**src/rtl/core/cpd_pkg.sv**
```systemverilog
// ----------------------------------------------------------------------------
// cpd_pkg
// Types, register indexes and constants of the cascaded PID H-bridge drive.
// ----------------------------------------------------------------------------
package cpd_pkg;

  localparam int GainFracBits = 8;
  localparam int DutyLimit    = 25088;
  localparam int DutyDeadband = 128;

  localparam logic [2:0] REG_CUR_GAINS = 3'd0;
  localparam logic [2:0] REG_CUR_DB    = 3'd1;
  localparam logic [2:0] REG_VEL_GAINS = 3'd2;
  localparam logic [2:0] REG_VEL_DB    = 3'd3;
  localparam logic [2:0] REG_CUR_LIMIT = 3'd4;
  localparam logic [2:0] REG_BRIDGE    = 3'd5;
  localparam logic [2:0] REG_PERIOD    = 3'd6;

  localparam logic [1:0] MODE_OPEN   = 2'd0;
  localparam logic [1:0] MODE_CUR    = 2'd1;
  localparam logic [1:0] MODE_VEL    = 2'd2;
  localparam logic [1:0] MODE_UNUSED = 2'd3;

  // multiplier operand select
  localparam logic [1:0] MUL_KP = 2'd0;
  localparam logic [1:0] MUL_KI = 2'd1;
  localparam logic [1:0] MUL_KD = 2'd2;
  localparam logic [1:0] MUL_PW = 2'd3;

  typedef struct packed {
    logic [1:0]         ctrl_mode;
    logic               running;
    logic               drive_enable;
    logic signed [15:0] target;
    logic signed [15:0] measured_current;
    logic signed [15:0] measured_velocity;
    logic               velocity_fresh;
  } cpd_in_t;

  typedef struct packed {
    logic signed [15:0] duty;
    logic [15:0]        high_left_compare;
    logic [15:0]        low_left_compare;
    logic [15:0]        high_right_compare;
    logic [15:0]        low_right_compare;
    logic               bridge_enable;
  } cpd_out_t;

  // shared multiplier command
  typedef struct packed {
    logic       en;
    logic [1:0] sel;
    logic       clr;
  } cpd_mul_t;

endpackage

```
**src/rtl/core/cpd_mac.sv**
```systemverilog
// ----------------------------------------------------------------------------
// cpd_mac
// Shared 17x33 signed multiply-accumulate: one product a cycle while en is set into a wide sum.
// ----------------------------------------------------------------------------
module cpd_mac import cpd_pkg::*; (
  input  logic               clk,
  input  logic               clr,
  input  logic               en,
  input  logic [16:0]        coef,
  input  logic signed [32:0] opnd,
  output logic signed [51:0] acc
);
  logic signed [51:0] acc_r, acc_nxt;
  logic signed [50:0] prod;

  assign prod = $signed({1'b0, coef}) * opnd;

  always_comb begin
    acc_nxt = acc_r;
    if (clr) acc_nxt = '0;
    else if (en) acc_nxt = acc_r + 52'(prod);
  end

  always_ff @(posedge clk) begin
    acc_r <= acc_nxt;
  end

  assign acc = acc_r;
endmodule

```
**src/rtl/core/cascaded_pid_hbridge_drive.sv**
```systemverilog
// ----------------------------------------------------------------------------
// cascaded_pid_hbridge_drive
// Cascaded velocity/current PID with sign-magnitude H-bridge compare mapping.
// ----------------------------------------------------------------------------
// channel  dir  handshake       payload
// in       in   valid / stall   cpd_in_t
// out      out  valid / stall   cpd_out_t
// cfg      in   valid / ready   index 3b, data 48b
//
// per input beat: prep, then outside the deadband of a closed-loop mode Kp,
// Ki, Kd and finish (velocity then current for a fresh velocity-mode sample),
// then duty, scale, map and out. each PID term and the compare scaling pass
// one at a time through the one shared multiplier; no new beat is taken
// before the result is in the output register, where it waits while the next
// tick is computed; the map step holds while an older result stalls.
// reset is synchronous and resets loop state, registers and handshakes.
// ----------------------------------------------------------------------------
module cascaded_pid_hbridge_drive import cpd_pkg::*; (
  input  logic        clk,
  input  logic        rst_n,
  input  logic        in_valid,
  output logic        in_stall,
  input  cpd_in_t     in_data,
  output logic        out_valid,
  input  logic        out_stall,
  output cpd_out_t    out_data,
  input  logic        cfg_valid,
  output logic        cfg_ready,
  input  logic [2:0]  cfg_index,
  input  logic [47:0] cfg_data
);
  localparam logic [3:0] S_IDLE = 4'd0;
  localparam logic [3:0] S_PREP = 4'd1;
  localparam logic [3:0] S_KP   = 4'd2;
  localparam logic [3:0] S_KI   = 4'd3;
  localparam logic [3:0] S_KD   = 4'd4;
  localparam logic [3:0] S_FIN  = 4'd5;
  localparam logic [3:0] S_DUTY = 4'd6;
  localparam logic [3:0] S_SCL  = 4'd7;
  localparam logic [3:0] S_MAP  = 4'd8;
  localparam logic [3:0] S_OUT  = 4'd9;

  logic [3:0] state_r, state_nxt;
  logic [47:0] cur_gains_r, vel_gains_r;
  logic [14:0] cur_db_r, vel_db_r, cur_lim_r;
  logic bridge_r;
  logic [15:0] period_r;

  logic signed [31:0] cur_int_r, vel_int_r;
  logic signed [16:0] cur_last_r, vel_last_r;
  logic signed [15:0] held_r;
  logic [1:0] last_mode_r;
  logic last_run_r;

  cpd_in_t  item_r;
  logic vel_phase_r;   // PID in flight is the velocity loop
  logic signed [16:0] err_r;
  logic signed [31:0] acc_r;   // saturated integral of the running loop
  logic signed [16:0] raw_r;   // clamped PID result or open-loop target
  logic signed [15:0] duty_r;
  logic out_valid_r;
  cpd_out_t out_r;

  cpd_mul_t mul;
  logic [16:0] coef;
  logic signed [32:0] opnd;
  logic signed [51:0] mac_acc;

  cpd_mac u_mac (
    .clk(clk), .clr(mul.clr), .en(mul.en), .coef(coef), .opnd(opnd), .acc(mac_acc)
  );

  logic [47:0] gains;
  logic signed [16:0] last_e;
  logic signed [31:0] integ;
  assign gains  = vel_phase_r ? vel_gains_r : cur_gains_r;
  assign last_e = vel_phase_r ? vel_last_r : cur_last_r;
  assign integ  = vel_phase_r ? vel_int_r : cur_int_r;

  logic [15:0] duty_mag;
  assign duty_mag = duty_r[15] ? 16'(-duty_r) : 16'(duty_r);

  always_comb begin
    coef = '0;
    opnd = '0;
    unique case (mul.sel)
      MUL_KP: begin coef = {1'b0, gains[15:0]};  opnd = 33'(err_r); end
      MUL_KI: begin coef = {1'b0, gains[31:16]}; opnd = 33'(acc_r); end
      MUL_KD: begin coef = {1'b0, gains[47:32]}; opnd = 33'(err_r) - 33'(last_e); end
      MUL_PW: begin coef = {1'b0, period_r};     opnd = $signed({17'd0, duty_mag}); end
      default: ;
    endcase
  end

  // ------------------------------------------------------------------ decode
  logic signed [16:0] t_abs, c_abs, v_abs;
  logic cur_act, vel_act, loop_clr;
  logic out_free;
  assign t_abs = item_r.target[15] ? -17'(item_r.target) : 17'(item_r.target);
  assign c_abs = item_r.measured_current[15] ? -17'(item_r.measured_current)
                                             : 17'(item_r.measured_current);
  assign v_abs = item_r.measured_velocity[15] ? -17'(item_r.measured_velocity)
                                              : 17'(item_r.measured_velocity);
  assign cur_act = (t_abs > $signed({2'b0, cur_db_r})) || (c_abs > $signed({2'b0, cur_db_r}));
  assign vel_act = (t_abs > $signed({2'b0, vel_db_r})) || (v_abs > $signed({2'b0, vel_db_r}));
  assign loop_clr = (in_data.ctrl_mode != last_mode_r) || (in_data.running && !last_run_r);
  // output register empty or emptied at this edge
  assign out_free = !out_valid_r || !out_stall;

  logic signed [32:0] int_sum;
  logic signed [31:0] int_sat;
  assign int_sum = 33'(integ) + 33'(err_r);
  assign int_sat = (int_sum > 33'sd2147483647) ? 32'sh7fffffff :
                   (int_sum < -33'sd2147483648) ? 32'sh80000000 : 32'(int_sum);

  // floor shift of the PID sum and symmetric clamp
  logic signed [43:0] pid_sh;
  logic signed [16:0] lim, pid_cl;
  assign pid_sh = 44'(mac_acc >>> GainFracBits);
  assign lim = vel_phase_r ?
      ((cur_lim_r > 15'(DutyLimit)) ? 17'sd25088 : $signed({2'b0, cur_lim_r})) :
      17'sd25088;
  assign pid_cl = (pid_sh > 44'(lim)) ? lim : (pid_sh < -44'(lim)) ? -lim : 17'(pid_sh);

  // m = floor(prod / 25600): prod = period*|duty| < 2^31, 25600 = 2^10 * 25
  logic [31:0] prod_u;
  logic [21:0] q_hi;
  logic [15:0] m_val;
  assign prod_u = 32'(mac_acc);
  assign q_hi  = prod_u[31:10];
  // divide by 25 via reciprocal 2^32/25 rounded up, exact for 22-bit inputs
  logic [54:0] recip;
  assign recip = 55'(q_hi) * 55'd171798692;
  assign m_val = 16'(recip >> 32);

  assign in_stall  = (state_r != S_IDLE);
  assign cfg_ready = (state_r == S_IDLE);

  always_comb begin
    state_nxt = state_r;
    mul = '0;
    unique case (state_r)
      S_IDLE: if (in_valid && !in_stall) state_nxt = S_PREP;
      S_PREP: begin
        mul.clr = 1'b1;
        if (item_r.ctrl_mode == MODE_CUR && cur_act) state_nxt = S_KP;
        else if (item_r.ctrl_mode == MODE_VEL && vel_act) state_nxt = S_KP;
        else state_nxt = S_DUTY;
      end
      S_KP: begin mul.en = 1'b1; mul.sel = MUL_KP; state_nxt = S_KI; end
      S_KI: begin mul.en = 1'b1; mul.sel = MUL_KI; state_nxt = S_KD; end
      S_KD: begin mul.en = 1'b1; mul.sel = MUL_KD; state_nxt = S_FIN; end
      S_FIN: begin
        mul.clr = 1'b1;
        state_nxt = vel_phase_r ? S_KP : S_DUTY;
      end
      S_DUTY: begin mul.clr = 1'b1; state_nxt = S_SCL; end
      S_SCL: begin mul.en = 1'b1; mul.sel = MUL_PW; state_nxt = S_MAP; end
      S_MAP: if (out_free) state_nxt = S_OUT;
      S_OUT: state_nxt = S_IDLE;
      default: state_nxt = S_IDLE;
    endcase
  end

  always_ff @(posedge clk) begin
    if (!rst_n) begin
      state_r <= S_IDLE;
      cur_gains_r <= '0; vel_gains_r <= '0;
      cur_db_r <= '0; vel_db_r <= '0; cur_lim_r <= '0;
      bridge_r <= 1'b0; period_r <= 16'd6000;
      cur_int_r <= '0; vel_int_r <= '0; cur_last_r <= '0; vel_last_r <= '0;
      held_r <= '0; last_mode_r <= MODE_OPEN; last_run_r <= 1'b0;
      out_valid_r <= 1'b0;
      vel_phase_r <= 1'b0;
    end else begin
      state_r <= state_nxt;
      if (out_valid_r && !out_stall) out_valid_r <= 1'b0;
      if (cfg_valid && cfg_ready) begin
        unique case (cfg_index)
          REG_CUR_GAINS: cur_gains_r <= cfg_data;
          REG_CUR_DB:    cur_db_r <= cfg_data[14:0];
          REG_VEL_GAINS: vel_gains_r <= cfg_data;
          REG_VEL_DB:    vel_db_r <= cfg_data[14:0];
          REG_CUR_LIMIT: cur_lim_r <= cfg_data[14:0];
          REG_BRIDGE:    bridge_r <= cfg_data[0];
          REG_PERIOD:    period_r <= cfg_data[15:0];
          default: ;
        endcase
      end
      unique case (state_r)
        S_IDLE: if (in_valid && !in_stall) begin
          item_r <= in_data;
          if (loop_clr) begin
            cur_int_r <= '0; vel_int_r <= '0; cur_last_r <= '0; vel_last_r <= '0;
          end
          last_mode_r <= in_data.ctrl_mode;
          last_run_r <= in_data.running;
        end
        S_PREP: begin
          raw_r <= (item_r.ctrl_mode == MODE_OPEN) ? 17'(item_r.target) : '0;
          if (item_r.ctrl_mode == MODE_VEL && item_r.velocity_fresh) begin
            vel_phase_r <= 1'b1;
            err_r <= 17'(item_r.target) - 17'(item_r.measured_velocity);
          end else begin
            vel_phase_r <= 1'b0;
            err_r <= (item_r.ctrl_mode == MODE_VEL ?
                      17'(held_r) : 17'(item_r.target)) - 17'(item_r.measured_current);
          end
        end
        S_KP: begin
          acc_r <= int_sat;
          if (vel_phase_r) vel_int_r <= int_sat; else cur_int_r <= int_sat;
        end
        S_KD: begin
          if (vel_phase_r) vel_last_r <= err_r; else cur_last_r <= err_r;
        end
        S_FIN: begin
          if (vel_phase_r) begin
            held_r <= 16'(pid_cl);
            err_r <= pid_cl - 17'(item_r.measured_current);
            vel_phase_r <= 1'b0;
          end else begin
            raw_r <= pid_cl;
          end
        end
        S_DUTY: begin
          if (!item_r.running) duty_r <= '0;
          else if (raw_r > 17'sd25088) duty_r <= 16'sd25088;
          else if (raw_r < -17'sd25088) duty_r <= -16'sd25088;
          else duty_r <= 16'(raw_r);
        end
        S_MAP: if (out_free) begin
          out_r.duty <= duty_r;
          out_r.bridge_enable <= item_r.running & item_r.drive_enable;
          out_r.high_left_compare <= 16'd1;
          out_r.low_left_compare <= 16'd1;
          out_r.high_right_compare <= 16'd1;
          out_r.low_right_compare <= 16'd1;
          if (!bridge_r && duty_mag >= 16'(DutyDeadband)) begin
            if (!duty_r[15]) begin
              out_r.high_left_compare <= m_val;
              out_r.low_right_compare <= period_r - 16'd1;
            end else begin
              out_r.low_left_compare <= period_r - 16'd1;
              out_r.high_right_compare <= m_val;
            end
          end
        end
        S_OUT: out_valid_r <= 1'b1;
        default: ;
      endcase
    end
  end

  assign out_valid = out_valid_r;
  assign out_data  = out_r;

  a_no_accept_busy: assert property (@(posedge clk) disable iff (!rst_n)
    (state_r != S_IDLE) |-> in_stall) else $error("accept while busy");
  a_out_hold: assert property (@(posedge clk) disable iff (!rst_n)
    (out_valid && out_stall) |=> (out_valid && $stable(out_data))) else $error("out dropped");
  a_duty_range: assert property (@(posedge clk) disable iff (!rst_n)
    out_valid |-> (out_data.duty <= 16'sd25088 && out_data.duty >= -16'sd25088))
    else $error("duty out of range");
endmodule
```
**config.mk**
```make
export PLATFORM = sky130hd
export DESIGN_NAME = cascaded_pid_hbridge_drive
export DESIGN_NICKNAME = d
export VERILOG_FILES = /design/src/rtl/core/cpd_pkg.sv /design/src/rtl/core/cpd_mac.sv /design/src/rtl/core/cascaded_pid_hbridge_drive.sv
export SDC_FILE = /design/constraint.sdc
export NUM_CORES = 2
export LEC_CHECK = 0
export BUFFER_PORTS_ARGS = -buffer_cell sky130_fd_sc_hd__buf_2
export CAP_MARGIN = 20
export CORE_MARGIN = 2
export CORE_UTILIZATION = 55
export CTS_BUF_LIST = sky130_fd_sc_hd__clkbuf_16
export CTS_CLUSTER_DIAMETER = 120
export CTS_CLUSTER_SIZE = 25
export DETAILED_ROUTE_END_ITERATION = 10
export PLACE_DENSITY = 0.81
export SYNTH_ARGS = -nofsm -noshare
export SYNTH_HDL_FRONTEND = slang
export SYNTH_HIERARCHICAL = 1
export SYNTH_SLANG_ARGS = --single-unit
```
**constraint.sdc**
```tcl
create_clock -name clk -period 9.9 [get_ports clk]
set_input_delay 1.98 -clock clk [delete_from_list [all_inputs] [get_ports clk]]
set_output_delay 1.98 -clock clk [all_outputs]
set_load 0.01 [all_outputs]
```
-- Yosys cells after proc, flatten, opt, wreduce, memory -nomap -nowiden
Cells that the tools add are included.
- flip-flop bits (word level): 549
- bits of input ports: 109
- muxes and demuxes: 48
- $add $sub $neg: 13
- multipliers: 2
- reduce and logical (&&, ||, !) cells: 51
- eq/ne operators: 30
- bitwise logic cells: 3
- order comparisons: 12
- operator list (operator ; number):
    2-to-1 mux 17 bit ; 15
    2-to-1 mux 32 bit ; 7
    case mux 17 bit (2 select lines) ; 4
    case mux 33 bit (4 select lines) ; 1
    case mux 32 bit (2 select lines) ; 2
    greater-than comparator 17 x 16 -> 1 bit ; 4
    case mux 17 bit (4 select lines) ; 1
    adder 52 x 51 -> 52 bit ; 1
    multiplier 18 x 33 -> 51 bit ; 1
    negation 16 -> 17 bit ; 3
    2-to-1 mux 48 bit ; 1
    multiplier 22 x 26 -> 46 bit (second input constant) ; 1
    2-to-1 mux 15 bit ; 3
    greater-than comparator 44 x 16 -> 1 bit ; 1
    less-than comparator 44 bit ; 1
    negation 15 -> 44 bit ; 1
    case mux 4 bit (9 select lines) ; 1
    subtractor 17 x 16 -> 17 bit ; 2
    adder 32 x 17 -> 33 bit ; 1
    greater-than comparator 33 x 32 -> 1 bit (second input constant) ; 1
    less-than comparator 33 x 32 -> 1 bit (second input constant) ; 1
    2-to-1 mux 16 bit ; 2
    AND reduction 2 bit ; 13
    subtractor 17 x 17 -> 18 bit ; 1
    other kinds (39) ; 90

-- Longest topological paths before layout
- word-level depth: 10
- gate-level depth with buffers: 41
- depth with buffers taken out: 35

-- Cells and area by module
Netlist, hierarchy kept.
- by module, submodules not included (module ; times used ; area each (sq um) ; cells an instance):
    cascaded_pid_hbridge_drive ; 1 ; 38592.0 ; 4187
    cpd_mac ; 1 ; 23633.9 ; 2690

-- Worst setup path after synthesis
Ideal clock, no wire load.
- path kind: reg2reg
- start point: register vel_phase_r
- end point: register u_mac.acc_r[48], in the netlist u_mac/acc[48]
- period minus slack after synthesis: 10.359 ns
- slack: -0.459 ns
- arrival: 10.301 ns
- setup time: 0.058 ns
- cell stages (with the launch flop): 37
- path through: dfxtp_1 -> clkbuf_1 -> clkbuf_1 -> buf_1 -> buf_1 -> mux2i_1 -> fa_1 -> a21o_1 -> a21o_1 -> a211oi_1 -> o21bai_1 -> a221oi_1 -> o211ai_1 -> a2111oi_0 -> a31oi_1 -> o21ai_0 -> clkbuf_1 -> nand2_1 -> fa_1 -> fa_1 -> fa_1 -> inv_1 -> fa_1 -> fa_1 -> inv_1 -> fa_1 -> inv_1 -> ha_1 -> and2_1 -> and3_1 -> a221oi_1 -> o21ai_0 -> a31oi_4 -> nor3_1 -> or3_1 -> nor4_1 -> a211o_1
- cells in the longest elaborated chain, start to end: 5
- RTL lines (item ; RTL line ; RTL):
    from (decl) ; cascaded_pid_hbridge_drive.sv:56 ; logic vel_phase_r;
    from (signal assigned) ; cascaded_pid_hbridge_drive.sv:174 ; vel_phase_r <= 1'b0;
    from (signal assigned) ; cascaded_pid_hbridge_drive.sv:202 ; vel_phase_r <= 1'b1;
    from (signal assigned) ; cascaded_pid_hbridge_drive.sv:205 ; vel_phase_r <= 1'b0;
    2-to-1 mux 17 bit ; cascaded_pid_hbridge_drive.sv:77 ; assign last_e = vel_phase_r ? vel_last_r : cur_last_r;
    subtractor 17 x 17 -> 18 bit ; cascaded_pid_hbridge_drive.sv:89 ; MUL_KD: begin coef = {1'b0, gains[47:32]}; opnd = 33'(err_r) - 33'(last_e); end
    case mux 33 bit (4 select lines) ; cascaded_pid_hbridge_drive.sv:86 ; unique case (mul.sel)
    via opnd[14] ; cascaded_pid_hbridge_drive.sv:66 ; logic signed [32:0] opnd;
    multiplier 18 x 33 -> 51 bit ; cpd_mac.sv:16 ; assign prod = $signed({1'b0, coef}) * opnd;
    adder 52 x 51 -> 52 bit ; cpd_mac.sv:21 ; else if (en) acc_nxt = acc_r + 52'(prod);
    to (signal assigned) ; cpd_mac.sv:25 ; acc_r <= acc_nxt;
    to (decl) ; cpd_mac.sv:13 ; logic signed [51:0] acc_r, acc_nxt;
The timed path passes the listed nets, and every way through them passes these cells. The select of a mux whose other input is x is not followed.
A chain may end at the register's enable or synchronous reset.

-- Worst setup path after layout
- start point: register vel_phase_r
- end point: register u_mac.acc_r[38], in the netlist u_mac/acc[38]
Same word-level chain as after synthesis.

==> results.json <==
{
  "status": "completed",
  "hold_path_end": "vel_int_r[22]$_SDFFE_PN0P_",
  "pwr_density_cell_mw_per_mm2": 290,
  "maxCapViolCount": 0,
  "arrival_ns": 10.10,
  "pin_count": 193,
  "core-area_mm2": 0.112,
  "rr_worst_depth": 35,
  "hold_buffers": 0,
  "wl_per_cell_um": 20.8,
  "relSlewSlack_pct": 25.5,
  "drt-total-wl_um": 177000,
  "finalMaxSlewViolations": 0,
  "fin_crit_sh_pct": 96.1,
  "gr-usage-all-layers_pct": 30.4,
  "clkSlewWorstSetupHoldPaths_ns": 0.12,
  "finalHoldViolCount": 0,
  "layout_commonest_cell": "inv_1",
  "dp_hpwl_um": 139000,
  "syn_inst": 6877,
  "worst_path_dominant_cell_family": "adder cells",
  "initialDrtViolationCount": 4645,
  "gr-total-overflow": 0,
  "h-tree-depth": 1,
  "worstHoldPathCells": 2,
  "port_buffers": 192,
  "grt_max_degree": 135,
  "syn_avg_cell_area_um2": 9.05,
  "globalRouteMet2Util_pct": 49.2,
  "cts_buffers": 29,
  "synth_edf_count": 216,
  "synthFlopType": "dfxtp_1",
  "syn2layout_area_growth_pct": 6.52,
  "cp-startpoint": "vel_phase_r$_SDFFE_PN0P_",
  "synth_area_mm2": 0.0622,
  "cp_max_fo": 8,
  "ys_ff_latch": 549,
  "clock-sinks": 549,
  "antenna_found_initial": 7,
  "dieArea_mm2": 0.116,
  "setup_viol": 0,
  "n_fill_cell": 9558,
  "crit_slowest_cell": "fa_1",
  "yosys_warnings": 6,
  "critPathCaptureType": "flip-flop",
  "grt_pass1_vias": 50247,
  "placed_area_mm2": 0.0652,
  "yosysUniqueCellTypes": 102,
  "drc": 0,
  "layout-drive-gt1-share_pct": 7.30,
  "worst_slack_ns": 0.384,
  "synth_seq_area_share_pct": 21.1,
  "tightest_slew_ns": 1.12,
  "required_ns": 10.48,
  "cellLeakagePower_uw": 0.0309,
  "design_area_mm2": 0.0663,
  "rr_endpoint": "u_mac/acc[38]$_SDFFE_PP0P_",
  "synth_async_sr_flop_share_pct": 0,
  "clk-insertion-delay-late_ns": 0.68,
  "gr-usage-met3_pct": 4.90,
  "ant_nets": 0,
  "vdd_ir_drop_max_uv": 941,
  "crit_path_max_incr_delay_ns": 0.58,
  "rr_startpoint": "vel_phase_r$_SDFFE_PN0P_",
  "r2r_setup_slack_ns": 0.38,
  "max_freq_mhz": 105,
  "fp.dieH_um": 340,
  "cp.buffers_inverters": 8,
  "hp-start": "vel_int_r[22]$_SDFFE_PN0P_",
  "clockBufferDepth": 3,
  "vias": 49458,
  "initial_utilization_pct": 55.4,
  "grt_first_pass_wirelength_um": 279000,
  "skew_ns": 0.0429,
  "use_met1_pct": 40.7,
  "firstDrtPassIters": 5,
  "crit_path_frequent_cell": "fa_1",
  "start_kind": "flip-flop",
  "layout.nets": 8427,
  "cts_tree": "built",
  "finalPower_uw": 19200,
  "layout_min_cycle_time_ns": 9.52,
  "pre_cts_ws_ns": 0.229,
  "top_usage_layer": "met2",
  "fp.dieW_um": 340,
  "place.gp.congestion": 0.985,
  "final_cell_mix": "inv_1 (1205), nand2_1 (927), fa_1 (775)",
  "root_buffer": "clkbuf_16",
  "hold_class": "reg2reg",
  "row_count": 123,
  "criticalPathCategory": "reg2reg",
  "via_per_inst": 5.83
}
-- cell families after synthesis --
kind of cell	count (synthesis)	synth area share, %
AO/OA/AOI/OAI	1126	12.4
AND/OR/NAND/NOR	2006	15.4
adder cells (fa/ha/maj)	1357	36.6
other	1	0.00603
multiplexers	152	2.53
flip-flops	549	21.1
XOR/XNOR	208	2.95
buffers and inverters	1478	8.97
-- routing by layer --
metal | vias up | part of all wire [%] | routed length [um]
met1 | 24429 | 40 | 71000
li1 | 22458 | - | -
met4 | 4 | 5.0 | 8820
met3 | 452 | 8.5 | 15100
met5 | - | 0.018 | 31
met2 | 2115 | 46 | 81900
-- repair_timing --
| item | in CTS | in global routing |
|---|---|---|
| resized for setup | 0 | 16 |
| buffers inserted | 0 | 6 |
| endpoints found under the setup margin | 0 | 25 |
-- synthesized netlist by cell type (26+ instances only) --
library cell	n	share of area, %
nand4_1	58	0.58
a31oi_1	27	0.27
mux2_2	38	0.69
a21o_1	115	1.4
dfxtp_1	333	11
nor2_1	253	1.5
a21oi_1	219	1.8
fa_1	775	25
o21a_1	39	0.47
mux2i_1	112	1.8
a21boi_0	180	2.2
o21ai_0	199	1.6
nand2_1	929	5.6
and3_1	39	0.39
o31ai_1	34	0.41
nor2b_1	51	0.51
xor2_1	60	0.84
nand3_1	99	0.80
a22o_1	34	0.48
and2_1	360	3.6
nand2b_1	32	0.32
clkbuf_1	253	1.5
edfxtp_1	216	10
ha_1	582	12
o211ai_1	26	0.31
inv_1	1194	7.2
xnor2_1	147	2.1
nor3_1	62	0.50
a211oi_1	46	0.55
-- how the worst max path moves through the flow --
| stage | endpoint | slack (ns) | depth (start not counted) |
|---|---|---|---|
| 5_1_grt | u_mac/acc[48]$_SDFFE_PP0P_ | -0.07 | 35 |
| 4_1_cts | u_mac/acc[48]$_SDFFE_PP0P_ | 0.19 | 35 |
| 3_5_place_dp | u_mac/acc[48]$_SDFFE_PP0P_ | 0.23 | 35 |
| 2_1_floorplan | u_mac/acc[50]$_SDFFE_PP0P_ | 0.02 | 38 |
| 3_3_place_gp | u_mac/acc[48]$_SDFFE_PP0P_ | 0.39 | 32 |
| 6_report | u_mac/acc[38]$_SDFFE_PP0P_ | 0.38 | 35 |
-- metrics by stage --
stage                     setup TNS [ns]  std cells  util [%]  hold WS (ns)
final                                  0       8485      59.0         0.455
after global routing             -0.0903       8483      59.0         0.473
after CTS                              0       8474      58.9         0.456
after detailed placement               0       8422      58.0         0.442
after global placement                 0       8421      58.0         0.430
after floorplan                        0       6882         -         0.420
-- where the power goes --
group / switching (uW) / internal, uW
sequential: 229 / 2720
combinational: 9030 / 5840
clock: 842 / 580
total: 10100 / 9140
-- worst min-delay path, stage by stage, from the launching register on --
cell and delay [ns]:
dfxtp_1 0.32, nand2_1 0.05, o21ai_1 0.05
-- final cells by class --
class,count,area [um^2],share of cell area (%)
antenna,3,7.51,0.0113
clock buffer,30,751,1.13
clock inverter,22,190,0.287
inverter,1194,4490,6.77
multi-input combinational,4855,43800,66.0
sequential,549,13200,19.9
tap,1500,1880,2.83
timing repair buffer,331,2060,3.10
timing repair inverter,1,5.00,0.00755
-- registers in the layout, indices dropped and copies added, names as in the netlist, 16 cells and up --
signal and flops:
out_data 81, item_r 53, u_mac/acc 52, cur_gains_r 48, vel_gains_r 48, acc_r 32
cur_int_r 32, vel_int_r 32, cur_last_r 17, err_r 17, raw_r 17, vel_last_r 17
duty_r 16, held_r 16, period_r 16
No activity file was read; power rests on OpenSTA's default activity.
